[src/sv/adpcm_fd_pkg.sv]
package adpcm_fd_pkg;

   localparam int NUM_PREDICTORS = 8;
   localparam int PRED_BITS      = $clog2(NUM_PREDICTORS);
   localparam int FRAME_BYTES    = 8;
   localparam int POS_BITS       = $clog2(FRAME_BYTES);
   localparam int COEF_BITS      = 16;
   localparam int SAMPLE_BITS    = 16;
   localparam int SHIFT_BITS     = 4;
   localparam int FRAC_BITS      = 11;
   localparam int ACC_BITS       = 34;
   localparam int CSR_DATA_BITS  = 32;
   localparam int CSR_ADDR_BITS  = PRED_BITS + 2;

   localparam logic [SAMPLE_BITS-1:0] SAMPLE_MAX = 16'h7fff;
   localparam logic [SAMPLE_BITS-1:0] SAMPLE_MIN = 16'h8000;
   localparam logic signed [ACC_BITS-1:0] ROUND_BIAS = 34'sd1024;

   localparam logic FUNC_BYTE = 1'b0;
   localparam logic FUNC_LOAD = 1'b1;

   typedef logic [CSR_DATA_BITS-1:0] coef_array_type [NUM_PREDICTORS];

   typedef enum logic [1:0] {
      ST_IDLE,
      ST_HI,
      ST_LO
   } ctrl_state_type;

   typedef struct packed {
      logic load_hist;
      logic take_header;
      logic take_byte;
      logic step_hi;
      logic step_lo;
   } dp_cmd_type;

   typedef struct packed {
      logic out_free;
   } dp_status_type;

endpackage

[src/sv/adpcm_fd_regs.sv]
module adpcm_fd_regs (
   input  logic                                     clock,
   input  logic                                     reset,
   input  logic                                     csr_psel,
   input  logic                                     csr_penable,
   input  logic                                     csr_pwrite,
   input  logic [adpcm_fd_pkg::CSR_ADDR_BITS-1:0]   csr_paddr,
   input  logic [adpcm_fd_pkg::CSR_DATA_BITS-1:0]   csr_pwdata,
   output logic [adpcm_fd_pkg::CSR_DATA_BITS-1:0]   csr_prdata,
   output logic                                     csr_pready,
   output adpcm_fd_pkg::coef_array_type             coef
);
   import adpcm_fd_pkg::*;

   coef_array_type coef_ff;
   logic [PRED_BITS-1:0] reg_index;
   logic wr_en;

   assign reg_index  = csr_paddr[CSR_ADDR_BITS-1:2];
   assign wr_en      = csr_psel & csr_penable & csr_pwrite;
   assign csr_pready = 1'b1;
   assign csr_prdata = coef_ff[reg_index];
   assign coef       = coef_ff;

   always_ff @(posedge clock) begin
      if (reset) begin
         for (int i = 0; i < NUM_PREDICTORS; i++) coef_ff[i] <= '0;
      end else if (wr_en) begin
         coef_ff[reg_index] <= csr_pwdata;
      end
   end

endmodule

[src/sv/adpcm_fd_ctrl.sv]
module adpcm_fd_ctrl (
   input  logic                        clock,
   input  logic                        reset,
   input  logic                        req_tvalid,
   input  logic                        req_func,
   output logic                        req_tready,
   input  adpcm_fd_pkg::dp_status_type status,
   output adpcm_fd_pkg::dp_cmd_type    cmd
);
   import adpcm_fd_pkg::*;

   ctrl_state_type state_ff, state_in;
   logic [POS_BITS-1:0] pos_ff, pos_in;
   logic accept;
   logic is_load, is_header;

   assign is_load   = (req_func == FUNC_LOAD);
   assign is_header = !is_load && (pos_ff == '0);

   always_ff @(posedge clock) begin
      if (reset) begin
         state_ff <= ST_IDLE;
         pos_ff   <= '0;
      end else begin
         state_ff <= state_in;
         pos_ff   <= pos_in;
      end
   end

   always_comb begin
      state_in   = state_ff;
      req_tready = 1'b0;
      cmd        = '0;
      unique case (state_ff)
         ST_IDLE: req_tready = 1'b1;
         ST_HI: begin
            if (status.out_free) begin
               cmd.step_hi = 1'b1;
               state_in    = ST_LO;
            end
         end
         ST_LO: begin
            // take the next transaction in the cycle the low sample is placed
            if (status.out_free) begin
               cmd.step_lo = 1'b1;
               req_tready  = 1'b1;
               state_in    = ST_IDLE;
            end
         end
         default: state_in = ST_IDLE;
      endcase

      accept = req_tvalid & req_tready;
      pos_in = pos_ff;
      if (accept) begin
         if (is_load) begin
            cmd.load_hist = 1'b1;
            pos_in        = '0;
         end else if (is_header) begin
            cmd.take_header = 1'b1;
            pos_in          = POS_BITS'(1);
         end else begin
            cmd.take_byte = 1'b1;
            state_in      = ST_HI;
            pos_in        = (pos_ff == POS_BITS'(FRAME_BYTES - 1)) ? '0 : pos_ff + 1'b1;
         end
      end
   end

endmodule

[src/sv/adpcm_fd_datapath.sv]
module adpcm_fd_datapath (
   input  logic                                   clock,
   input  logic                                   reset,
   input  adpcm_fd_pkg::dp_cmd_type               cmd,
   output adpcm_fd_pkg::dp_status_type            status,
   input  adpcm_fd_pkg::coef_array_type           coef,
   input  logic [7:0]                             data_byte,
   input  logic signed [adpcm_fd_pkg::SAMPLE_BITS-1:0] load_recent,
   input  logic signed [adpcm_fd_pkg::SAMPLE_BITS-1:0] load_older,
   output logic                                   rsp_tvalid,
   input  logic                                   rsp_tready,
   output logic signed [adpcm_fd_pkg::SAMPLE_BITS-1:0] rsp_sample,
   output logic                                   rsp_last
);
   import adpcm_fd_pkg::*;

   logic signed [SAMPLE_BITS-1:0] hist_recent_ff, hist_older_ff;
   logic [PRED_BITS-1:0]          pred_ff;
   logic [SHIFT_BITS-1:0]         shift_ff;
   logic [7:0]                    byte_ff;
   logic                          out_valid_ff;
   logic signed [SAMPLE_BITS-1:0] out_sample_ff;
   logic                          out_last_ff;

   logic [CSR_DATA_BITS-1:0]      pair;
   logic signed [COEF_BITS-1:0]   c1, c2;
   logic [3:0]                    nib;
   logic [SHIFT_BITS:0]           scale_amt;
   logic signed [ACC_BITS-1:0]    scaled;
   logic signed [2*COEF_BITS-1:0] prod1, prod2;
   logic signed [ACC_BITS-1:0]    acc;
   logic [ACC_BITS-FRAC_BITS-1:0] quot;
   logic signed [SAMPLE_BITS-1:0] sat_in;
   logic                          step;

   assign pair  = coef[pred_ff];
   assign c1    = $signed(pair[COEF_BITS-1:0]);
   assign c2    = $signed(pair[2*COEF_BITS-1:COEF_BITS]);
   assign step  = cmd.step_hi | cmd.step_lo;
   assign nib   = cmd.step_lo ? byte_ff[3:0] : byte_ff[7:4];
   assign prod1 = c1 * hist_recent_ff;
   assign prod2 = c2 * hist_older_ff;

   always_comb begin
      scale_amt = {1'b0, shift_ff} + (SHIFT_BITS + 1)'(FRAC_BITS);
      scaled    = $signed({{(ACC_BITS-4){nib[3]}}, nib}) <<< scale_amt;
      acc       = scaled + ROUND_BIAS
                + $signed({{(ACC_BITS-2*COEF_BITS){prod1[2*COEF_BITS-1]}}, prod1})
                + $signed({{(ACC_BITS-2*COEF_BITS){prod2[2*COEF_BITS-1]}}, prod2});
      // arithmetic shift keeps floor rounding for negative sums
      quot      = acc[ACC_BITS-1:FRAC_BITS];
      if (quot[ACC_BITS-FRAC_BITS-1:SAMPLE_BITS-1]
            == {(ACC_BITS-FRAC_BITS-SAMPLE_BITS+1){quot[SAMPLE_BITS-1]}}) begin
         sat_in = $signed(quot[SAMPLE_BITS-1:0]);
      end else if (quot[ACC_BITS-FRAC_BITS-1]) begin
         sat_in = $signed(SAMPLE_MIN);
      end else begin
         sat_in = $signed(SAMPLE_MAX);
      end
   end

   assign status.out_free = !out_valid_ff || rsp_tready;

   always_ff @(posedge clock) begin
      if (reset) begin
         hist_recent_ff <= '0;
         hist_older_ff  <= '0;
         pred_ff        <= '0;
         shift_ff       <= '0;
         out_valid_ff   <= 1'b0;
      end else begin
         // a load landing with the low sample overrides its history update
         if (cmd.load_hist) begin
            hist_recent_ff <= load_recent;
            hist_older_ff  <= load_older;
         end else if (step) begin
            hist_recent_ff <= sat_in;
            hist_older_ff  <= hist_recent_ff;
         end
         if (cmd.take_header) begin
            pred_ff  <= data_byte[PRED_BITS+3:4];
            shift_ff <= data_byte[SHIFT_BITS-1:0];
         end
         if (step) begin
            out_valid_ff <= 1'b1;
         end else if (rsp_tready) begin
            out_valid_ff <= 1'b0;
         end
      end
   end

   always_ff @(posedge clock) begin
      if (cmd.take_byte) byte_ff <= data_byte;
      if (step) begin
         out_sample_ff <= sat_in;
         out_last_ff   <= cmd.step_lo;
      end
   end

   assign rsp_tvalid = out_valid_ff;
   assign rsp_sample = out_sample_ff;
   assign rsp_last   = out_last_ff;

endmodule

[src/sv/adpcm_frame_decoder_core.sv]
// DSP-ADPCM frame decoder, one frame byte per req transaction.
// req channel: tuser = 0 carries a frame byte in tdata[7:0]; tuser = 1 loads
// the history from tdata[23:8] (recent) and tdata[39:24] (older) and makes
// the next byte a frame header. A header byte selects one of eight
// coefficient pairs (csr port, register n at byte address 4*n) and the scale
// shift; header and load transactions give no result.
// Each later byte gives two rsp transactions: the high-nibble sample with
// tlast = 0, then the low-nibble sample with tlast = 1.
// The byte is registered when accepted; state ST_HI then places the high
// sample in the output register and state ST_LO the low one. A single
// saturating multiply-accumulate serves both samples, and the second needs
// the first as history, so no new data byte is taken before the low sample
// is placed; header and load transactions leave the decoder idle.
// When rsp stalls, the sample holds in the output register and the decoder
// waits; the next byte is taken in the cycle the low sample is placed.
// Reset (synchronous) clears history, predictor, shift, frame position and
// all coefficient registers, and drops any pending result.
module adpcm_frame_decoder_core (
   input  logic                                   clock,
   input  logic                                   reset,
   input  logic                                   req_tvalid,
   output logic                                   req_tready,
   // [7:0] data_byte, [23:8] load_recent, [39:24] load_older
   input  logic [39:0]                            req_tdata,
   // [0] func
   input  logic                                   req_tuser,
   output logic                                   rsp_tvalid,
   input  logic                                   rsp_tready,
   // [15:0] sample
   output logic [adpcm_fd_pkg::SAMPLE_BITS-1:0]   rsp_tdata,
   output logic                                   rsp_tlast,
   input  logic                                   csr_psel,
   input  logic                                   csr_penable,
   input  logic                                   csr_pwrite,
   input  logic [adpcm_fd_pkg::CSR_ADDR_BITS-1:0] csr_paddr,
   input  logic [adpcm_fd_pkg::CSR_DATA_BITS-1:0] csr_pwdata,
   output logic [adpcm_fd_pkg::CSR_DATA_BITS-1:0] csr_prdata,
   output logic                                   csr_pready
);
   import adpcm_fd_pkg::*;

   coef_array_type coef;
   dp_cmd_type     cmd;
   dp_status_type  status;
   logic signed [SAMPLE_BITS-1:0] rsp_sample;

   adpcm_fd_regs u_regs (
      .clock       (clock),
      .reset       (reset),
      .csr_psel    (csr_psel),
      .csr_penable (csr_penable),
      .csr_pwrite  (csr_pwrite),
      .csr_paddr   (csr_paddr),
      .csr_pwdata  (csr_pwdata),
      .csr_prdata  (csr_prdata),
      .csr_pready  (csr_pready),
      .coef        (coef)
   );

   adpcm_fd_ctrl u_ctrl (
      .clock      (clock),
      .reset      (reset),
      .req_tvalid (req_tvalid),
      .req_func   (req_tuser),
      .req_tready (req_tready),
      .status     (status),
      .cmd        (cmd)
   );

   adpcm_fd_datapath u_dp (
      .clock       (clock),
      .reset       (reset),
      .cmd         (cmd),
      .status      (status),
      .coef        (coef),
      .data_byte   (req_tdata[7:0]),
      .load_recent ($signed(req_tdata[23:8])),
      .load_older  ($signed(req_tdata[39:24])),
      .rsp_tvalid  (rsp_tvalid),
      .rsp_tready  (rsp_tready),
      .rsp_sample  (rsp_sample),
      .rsp_last    (rsp_tlast)
   );

   assign rsp_tdata = rsp_sample;

endmodule

[config.mk]
export PLATFORM = sky130hd
export DESIGN_NAME = adpcm_frame_decoder_core
export DESIGN_NICKNAME = d
export VERILOG_FILES = /design/src/sv/adpcm_fd_pkg.sv /design/src/sv/adpcm_fd_regs.sv /design/src/sv/adpcm_fd_ctrl.sv /design/src/sv/adpcm_fd_datapath.sv /design/src/sv/adpcm_frame_decoder_core.sv
export SDC_FILE = /design/constraint.sdc
export NUM_CORES = 2
export LEC_CHECK = 0
export ABC_AREA = 1
export BUFFER_PORTS_ARGS = -buffer_cell sky130_fd_sc_hd__buf_4
export CORE_UTILIZATION = 60
export DETAILED_ROUTE_END_ITERATION = 12
export HOLD_SLACK_MARGIN = 0.02
export PLACE_DENSITY = 0.83
export SLEW_MARGIN = 20
export SYNTH_ARGS = -nofsm -noshare
export SYNTH_HDL_FRONTEND = slang
export SYNTH_SLANG_ARGS = --single-unit
[constraint.sdc]
create_clock -name clock -period 9.9 [get_ports clock]
set_input_delay 0.99 -clock clock [delete_from_list [all_inputs] [get_ports clock]]
set_output_delay 0.99 -clock clock [all_outputs]
set_load 0.02 [all_outputs]
-- Yosys cells after proc, flatten, opt, wreduce, memory -nomap -nowiden
Index checks and enable logic that the tools add are counted.
- multiplexer cells: 36
- reductions and logical operators: 9
- add/subtract/negate cells: 5
- equality and inequality tests: 4
- div/mod/pow operators: 0
- multiply operators: 2
- bitwise gates (word level): 6
- shifts and indexed selects: 1
- $lt $le $gt $ge: 3
- operator list (kind ; number):
    bitwise mux 256 bit ; 1
    binary-select mux 32 bit (select 3 bit) ; 2
    2-to-1 mux 32 bit ; 5
    demux 32 bit (select 3 bit) ; 1
    2-to-1 mux 16 bit ; 6
    adder 34 x 32 -> 34 bit ; 2
    multiplier 16 x 16 -> 32 bit ; 2
    adder 34 x 12 -> 34 bit (second input constant) ; 1
    <<< shifter 4 x 5 -> 34 bit ; 1
    2-to-1 mux 2 bit ; 6
    2-to-1 mux 3 bit ; 4
    >= comparator 4 bit (second input constant) ; 2
    2-to-1 mux 1 bit ; 8
    inverter 3 -> 4 bit ; 2
    == test 7 bit ; 1
    one-hot mux 2 bit (3 select lines) ; 1
    adder 4 x 4 -> 5 bit (second input constant) ; 1
    less-than comparator 4 x 1 -> 1 bit (second input constant) ; 1
    2-to-1 mux 4 bit ; 1
    nonzero test 2 bit ; 2
    adder 3 x 1 -> 3 bit (second input constant) ; 1
    AND 1 bit ; 3
    == test 3 bit (second input constant) ; 1
    logical NOT 3 bit ; 1
    8 further kinds ; 10
- bits of input ports: 85
- latch bits: 0
- memories: 0
- RAM bits: 0
- word-level logic and storage cells: 84
- flip-flop bits (word level): 326
- bits in read-only memories: 0

-- Longest topological paths before layout
- depth in word-level cells: 13
- mapped depth: 48

-- By module
Synthesis repeated with hierarchy kept, for this count alone.
- cell total of the unflattened synthesis: 5513
- area, all modules: 39830.7 µm²
- modules (own cells, without submodules) (module ; cells each ; area each (µm²) ; times used):
    adpcm_fd_datapath ; 3309 ; 26893.3 ; 1
    adpcm_fd_regs ; 2155 ; 12608.3 ; 1
    adpcm_fd_ctrl ; 49 ; 329.1 ; 1

-- Least setup slack after synthesis
No wires, ideal clock.
- path type: register to register
- start point: reg u_dp.pred_ff[0]
- end point: reg u_dp.out_sample_ff[10], in the netlist u_dp.rsp_sample[10] (data pin)
- slack: 1.273 ns
- clock period less this slack: 8.627 ns
- data arrival time: 8.369 ns
- library setup time: 0.258 ns
- stages on the path, launching flop included: 38
- path buffers: 4
- cell sequence: dfxtp_1 buf_4 inv_2 clkbuf_1 clkbuf_1 nor2_1 o211ai_1 nand2_1 nor2_1 inv_1 fa_1 fa_1 inv_1 fa_1 inv_1 fa_1 inv_1 fa_1 [2 not listed] inv_1 fa_1 inv_1 ha_1 a21o_1 a31oi_1 nand2_1 a21oi_1 o21ai_1 a21oi_1 nand3_1 nand2_2 nand2_2 nand2_4 nand3_2 nand2_4 buf_12 nand2_2
- cells in the longest elaborated chain, start to end: 9
- elaborated cells on any way between the ends: 11
- RTL lines (what ; RTL line ; RTL):
    from (decl) ; adpcm_fd_datapath.sv:18 ; logic [PRED_BITS-1:0] pred_ff;
    from (signal assigned) ; adpcm_fd_datapath.sv:81 ; pred_ff <= data_byte[PRED_BITS+3:4];
    inverter 3 -> 4 bit (not written as such) (*) ; adpcm_fd_datapath.sv:36 ; assign pair = coef[pred_ff];
    binary-select mux 32 bit (select 3 bit) (*) ; adpcm_fd_datapath.sv:36 ;
    2-to-1 mux 32 bit (not written as such) (*) (2 in series) ; adpcm_fd_datapath.sv:36 ;
    multiplier 16 x 16 -> 32 bit ; adpcm_fd_datapath.sv:41 ; assign prod1 = c1 * hist_recent_ff;
    adder 34 x 32 -> 34 bit ; adpcm_fd_datapath.sv:48 ; + $signed({{(ACC_BITS-2*COEF_BITS){prod1[2*COEF_BITS-1]}}, prod1})
    adder 34 x 32 -> 34 bit (*) ; adpcm_fd_datapath.sv:49 ; + $signed({{(ACC_BITS-2*COEF_BITS){prod2[2*COEF_BITS-1]}}, prod2});
    == test 7 bit / 2-to-1 mux 16 bit (equally long branches) ; adpcm_fd_datapath.sv:53, adpcm_fd_datapath.sv:55 ;
    2-to-1 mux 16 bit (*) ; adpcm_fd_datapath.sv:52 ; if (quot[ACC_BITS-FRAC_BITS-1:SAMPLE_BITS-1]
    via u_dp.sat_in[10] ; adpcm_fd_datapath.sv:33 ; logic signed [SAMPLE_BITS-1:0] sat_in;
    to (signal assigned) ; adpcm_fd_datapath.sv:95 ; out_sample_ff <= sat_in;
    to (decl) ; adpcm_fd_datapath.sv:22 ; logic signed [SAMPLE_BITS-1:0] out_sample_ff;
The timed path passes the listed nets; every way through them passes the cells marked *. The select of a mux whose other input is x is not followed.
A chain may end at the register's enable or synchronous reset.

-- Worst setup path in the final report
- start point: reg u_dp.pred_ff[0]
- end point: reg u_dp.hist_recent_ff[1]
- cells in the longest elaborated chain, start to end: 11
- elaborated cells on any way between the ends: 13
- RTL lines (what ; RTL line ; RTL):
    inverter 3 -> 4 bit (not written as such) (*) ; adpcm_fd_datapath.sv:36 ;
    binary-select mux 32 bit (select 3 bit) (*) ; adpcm_fd_datapath.sv:36 ;
    2-to-1 mux 32 bit (not written as such) (*) (2 in series) ; adpcm_fd_datapath.sv:36 ;
    multiplier 16 x 16 -> 32 bit ; adpcm_fd_datapath.sv:41 ;
    adder 34 x 32 -> 34 bit ; adpcm_fd_datapath.sv:48 ;
    adder 34 x 32 -> 34 bit (*) ; adpcm_fd_datapath.sv:49 ;
    == test 7 bit / 2-to-1 mux 16 bit (equally long branches) ; adpcm_fd_datapath.sv:53, adpcm_fd_datapath.sv:55 ;
    2-to-1 mux 16 bit (*) ; adpcm_fd_datapath.sv:52 ;
    via u_dp.sat_in[1] ; adpcm_fd_datapath.sv:33 ;
    2-to-1 mux 16 bit (*) ; adpcm_fd_datapath.sv:76 ; end else if (step) begin
    2-to-1 mux 16 bit (*) ; adpcm_fd_datapath.sv:73 ; if (cmd.load_hist) begin
    to (signal assigned) ; adpcm_fd_datapath.sv:74 ; hist_recent_ff <= load_recent;
    to (signal assigned) ; adpcm_fd_datapath.sv:77 ; hist_recent_ff <= sat_in;
    to (decl) ; adpcm_fd_datapath.sv:17 ; logic signed [SAMPLE_BITS-1:0] hist_recent_ff, hist_older_ff;
Marked as above.

==> impl_metrics.env <==
export IMPL_grt_setup_unrepaired="no"
export IMPL_slew_headroom_pct=27.84
export IMPL_crit_family="adder cells"
export IMPL_required_ns=10.33
export IMPL_antenna_found_initial=1
export IMPL_path_class="flip-flop to flip-flop"
export IMPL_fp_row_count=90
export IMPL_leakagePower_nw=18.98
export IMPL_cts_clk_slew_worst_paths_ns=0.06
export IMPL_hold_viol_final=0
export IMPL_critPathArrivalTime_ns=9.90
export IMPL_wl_mm=116.3
export IMPL_holdWs_ns=0.4632
export IMPL_die_h_um=250.8
export IMPL_peakVddDrop_v=0.0006353
export IMPL_gp_congestion=1.009
export IMPL_synth_edf_count=25
export IMPL_clkLatencyLatePin_ns=0.61
export IMPL_htreeDepth=2
export IMPL_min_path_type="flip-flop to flip-flop"
export IMPL_worst_slew_pin_slew_ns=1.080
export IMPL_ys_warn_count=0
export IMPL_slowest_delay_ns=0.62
export IMPL_maxSlewViolCount=0
export IMPL_cap_violations=0
export IMPL_avgRoutedWirePerCell_um=21.04
export IMPL_netlist_instances=4670
export IMPL_grt_pass1_wl_mm=183.0
export IMPL_end_kind="flip-flop"
export IMPL_drive_above_1_share_pct=7.778
export IMPL_syn_area_per_cell_um2=7.951
export IMPL_synth_seq_cells=326
export IMPL_fin_ws_ns=0.4368
export IMPL_track_usage_pct=37.95
export IMPL_cts_buffers=38
export IMPL_initial_core_util_pct=61.17
export IMPL_die_w_um=250.8
export IMPL_setup_viol=0
export IMPL_clock_root_buffer="clkbuf_16"
export IMPL_grt_pass1_vias=33460
export IMPL_yosys_top_cells_area="fa_1 (35%), dfxtp_1 (16%), inv_1 (9.7%)"
export IMPL_cts_tree="yes"
export IMPL_tns_ns=0
export IMPL_place_port_buffers=133
export IMPL_ioPinCount=137
export IMPL_vias_per_cell=5.956
export IMPL_ctsLongestPathBuffers=3
export IMPL_synth_cell_area_um2=37130
export IMPL_drcViolationCount=0
export IMPL_outcome="finished clean"
export IMPL_ys_seq_area_share_pct=18.25
export IMPL_ys_flop_type="dfxtp_1"
export IMPL_dr_first_iter_drc_count=3854
export IMPL_nets=5590
export IMPL_timing_fmax_mhz=105.7
export IMPL_min_period_ns=9.463
export IMPL_path_buf_inv=7
export IMPL_areaGrowthSynthToFinish_pct=8.586
export IMPL_critPathLaunchType="flip-flop"
export IMPL_vias=32920
export IMPL_grt_start_max_net_pins=175
export IMPL_finalCritPeriodShare_pct=95.59
export IMPL_yosysTopAreaCell="fa_1"
export IMPL_yosysTopAreaCellShare_pct=35.05
export IMPL_dieArea_um2=62880
export IMPL_detailed_place_hpwl_mm=88.23
export IMPL_synthDistinctLibCells=54
export IMPL_drt_pass1_iter_count=5
export IMPL_p_per_area_nw_per_um2=293.8
export IMPL_clock_sinks=326
export IMPL_coreArea_um2=60700
export IMPL_critPathSlowestCell="dfxtp_4"
export IMPL_overflow=0
export IMPL_pre_cts_slack_ns=0.3401
export IMPL_fin_skew_ns=0.04132
export IMPL_ys_async_sr_fraction_pct=0
export IMPL_crit_fanout=75
export IMPL_final_antenna_net_count=0
-- per-stage QoR --
| stage | area (um^2) | power [W] | utilization (%) | instances |
|---|---|---|---|---|
| floorplan | 37140 | 0.007920 | - | 4673 |
| global placement | 38920 | 0.009973 | 64.12 | 5447 |
| CTS | 40210 | 0.01165 | 66.25 | 5517 |
| finish | 40320 | 0.01184 | 66.43 | 5527 |
| global route | 40320 | 0.01284 | 66.43 | 5527 |
| detailed placement | 38920 | 0.01014 | 64.12 | 5447 |
-- cells by family (layout without fill, tap and decap cells) --
logic type               Yosys count  in the layout  synth area share (%)
other                              2              6               0.02023
flip-flops                       326            326                 18.25
AND/OR/NAND/NOR                 1401           1401                 15.24
XOR/XNOR                          26             26                0.6335
adder cells (fa/ha/maj)          791            791                 39.80
buffers and inverters           1206           1277                 12.35
AO/OA/AOI/OAI                    918            918                 13.72
-- state kept, by name, summed over array words and instances, names as in the netlist --
signal,count
u_dp.rsp_sample,16
u_dp.hist_older_ff,16
u_ctrl.pos_ff,3
u_regs.coef,256
u_dp.byte_ff,8
u_dp.hist_recent_ff,16
u_dp.rsp_tvalid,1
u_dp.rsp_last,1
u_ctrl.state_ff,2
u_dp.shift_ff,4
u_dp.pred_ff,3
-- per-layer routing --
metal,wire (um),vias up,track usage [%]
li1,-,14450,-
met1,42290,15700,48.74
met2,51020,2262,58.75
met3,16120,504,10.54
met4,6831,0,19.86
met5,0,-,0
-- worst reg2reg max path, delay by kind of cell, from the launching register on --
family / cells / cell delay (ns)
AOI/OAI and AO/OA: 7 / 1.30
adders and majority gates: 9 / 4.50
DFF: 1 / 0.62
and+or+nand+nor: 14 / 1.75
buffers and inverters: 7 / 1.14
-- cell usage after synthesis (6+ instances only) --
cell / number
o22ai_1: 22
a31oi_1: 7
nand3_1: 72
ha_1: 141
inv_1: 962
dfxtp_1: 301
clkinv_1: 17
a21oi_2: 11
inv_2: 8
o211ai_1: 23
nor3_1: 13
edfxtp_1: 25
a22oi_1: 20
nand4_1: 32
fa_1: 650
nand2_2: 31
a221oi_1: 39
nand3b_1: 6
nor2_1: 614
buf_1: 9
a21oi_1: 281
xnor2_1: 6
o21ai_0: 469
nand2_1: 611
o221ai_1: 21
o2111ai_1: 11
xor2_1: 19
nor4_1: 6
clkbuf_1: 197
-- cell type report --
type                       count  area (um^2)
multi-input combinational   3141        25830
fill                        4891        20380
sequential                   326         6782
inverter                     988         3724
timing repair buffer         219         1709
clock buffer                  52         1074
tap                          782        978.4
clock inverter                18        217.7
antenna                        1        2.502
-- power by group --
part	leakage, nW	switching [W]	internal (W)
clock	0.639	0.000655	0.000832
combinational	15.7	0.00586	0.00293
sequential	2.66	0.0000662	0.00150
-- cell usage in the layout (no fill, tap or decap), drive strengths merged, types with 20 or more instances in the layout --
cell type	instances
o21ai	472
fa	650
clkbuf	52
nand2	646
nor2	617
nand3	77
a221oi	39
edfxtp	25
o221ai	21
inv	976
nand4	33
ha	141
a21oi	292
o211ai	23
buf	219
clkinv	26
a22oi	20
o22ai	22
dfxtp	301
-- path summary, 6_finish.rpt --
check        slack (ns)             start  cells after the start                endpoint
max                0.44   u_dp.pred_ff[0]                     37  u_dp.hist_recent_ff[1]
min                0.46  u_regs.coef[233]                      2        u_regs.coef[233]
max reg2reg        0.44   u_dp.pred_ff[0]                     37  u_dp.hist_recent_ff[1]
min reg2reg        0.46  u_regs.coef[233]                      2        u_regs.coef[233]
-- repair_timing --
action | CTS | global route
setup endpoints to repair | 0 | 30
gates resized for setup | 0 | 5
buffers inserted | 0 | 8
hold buffers | 0 | 0
Note: power is estimated with default switching activity, not from simulation.
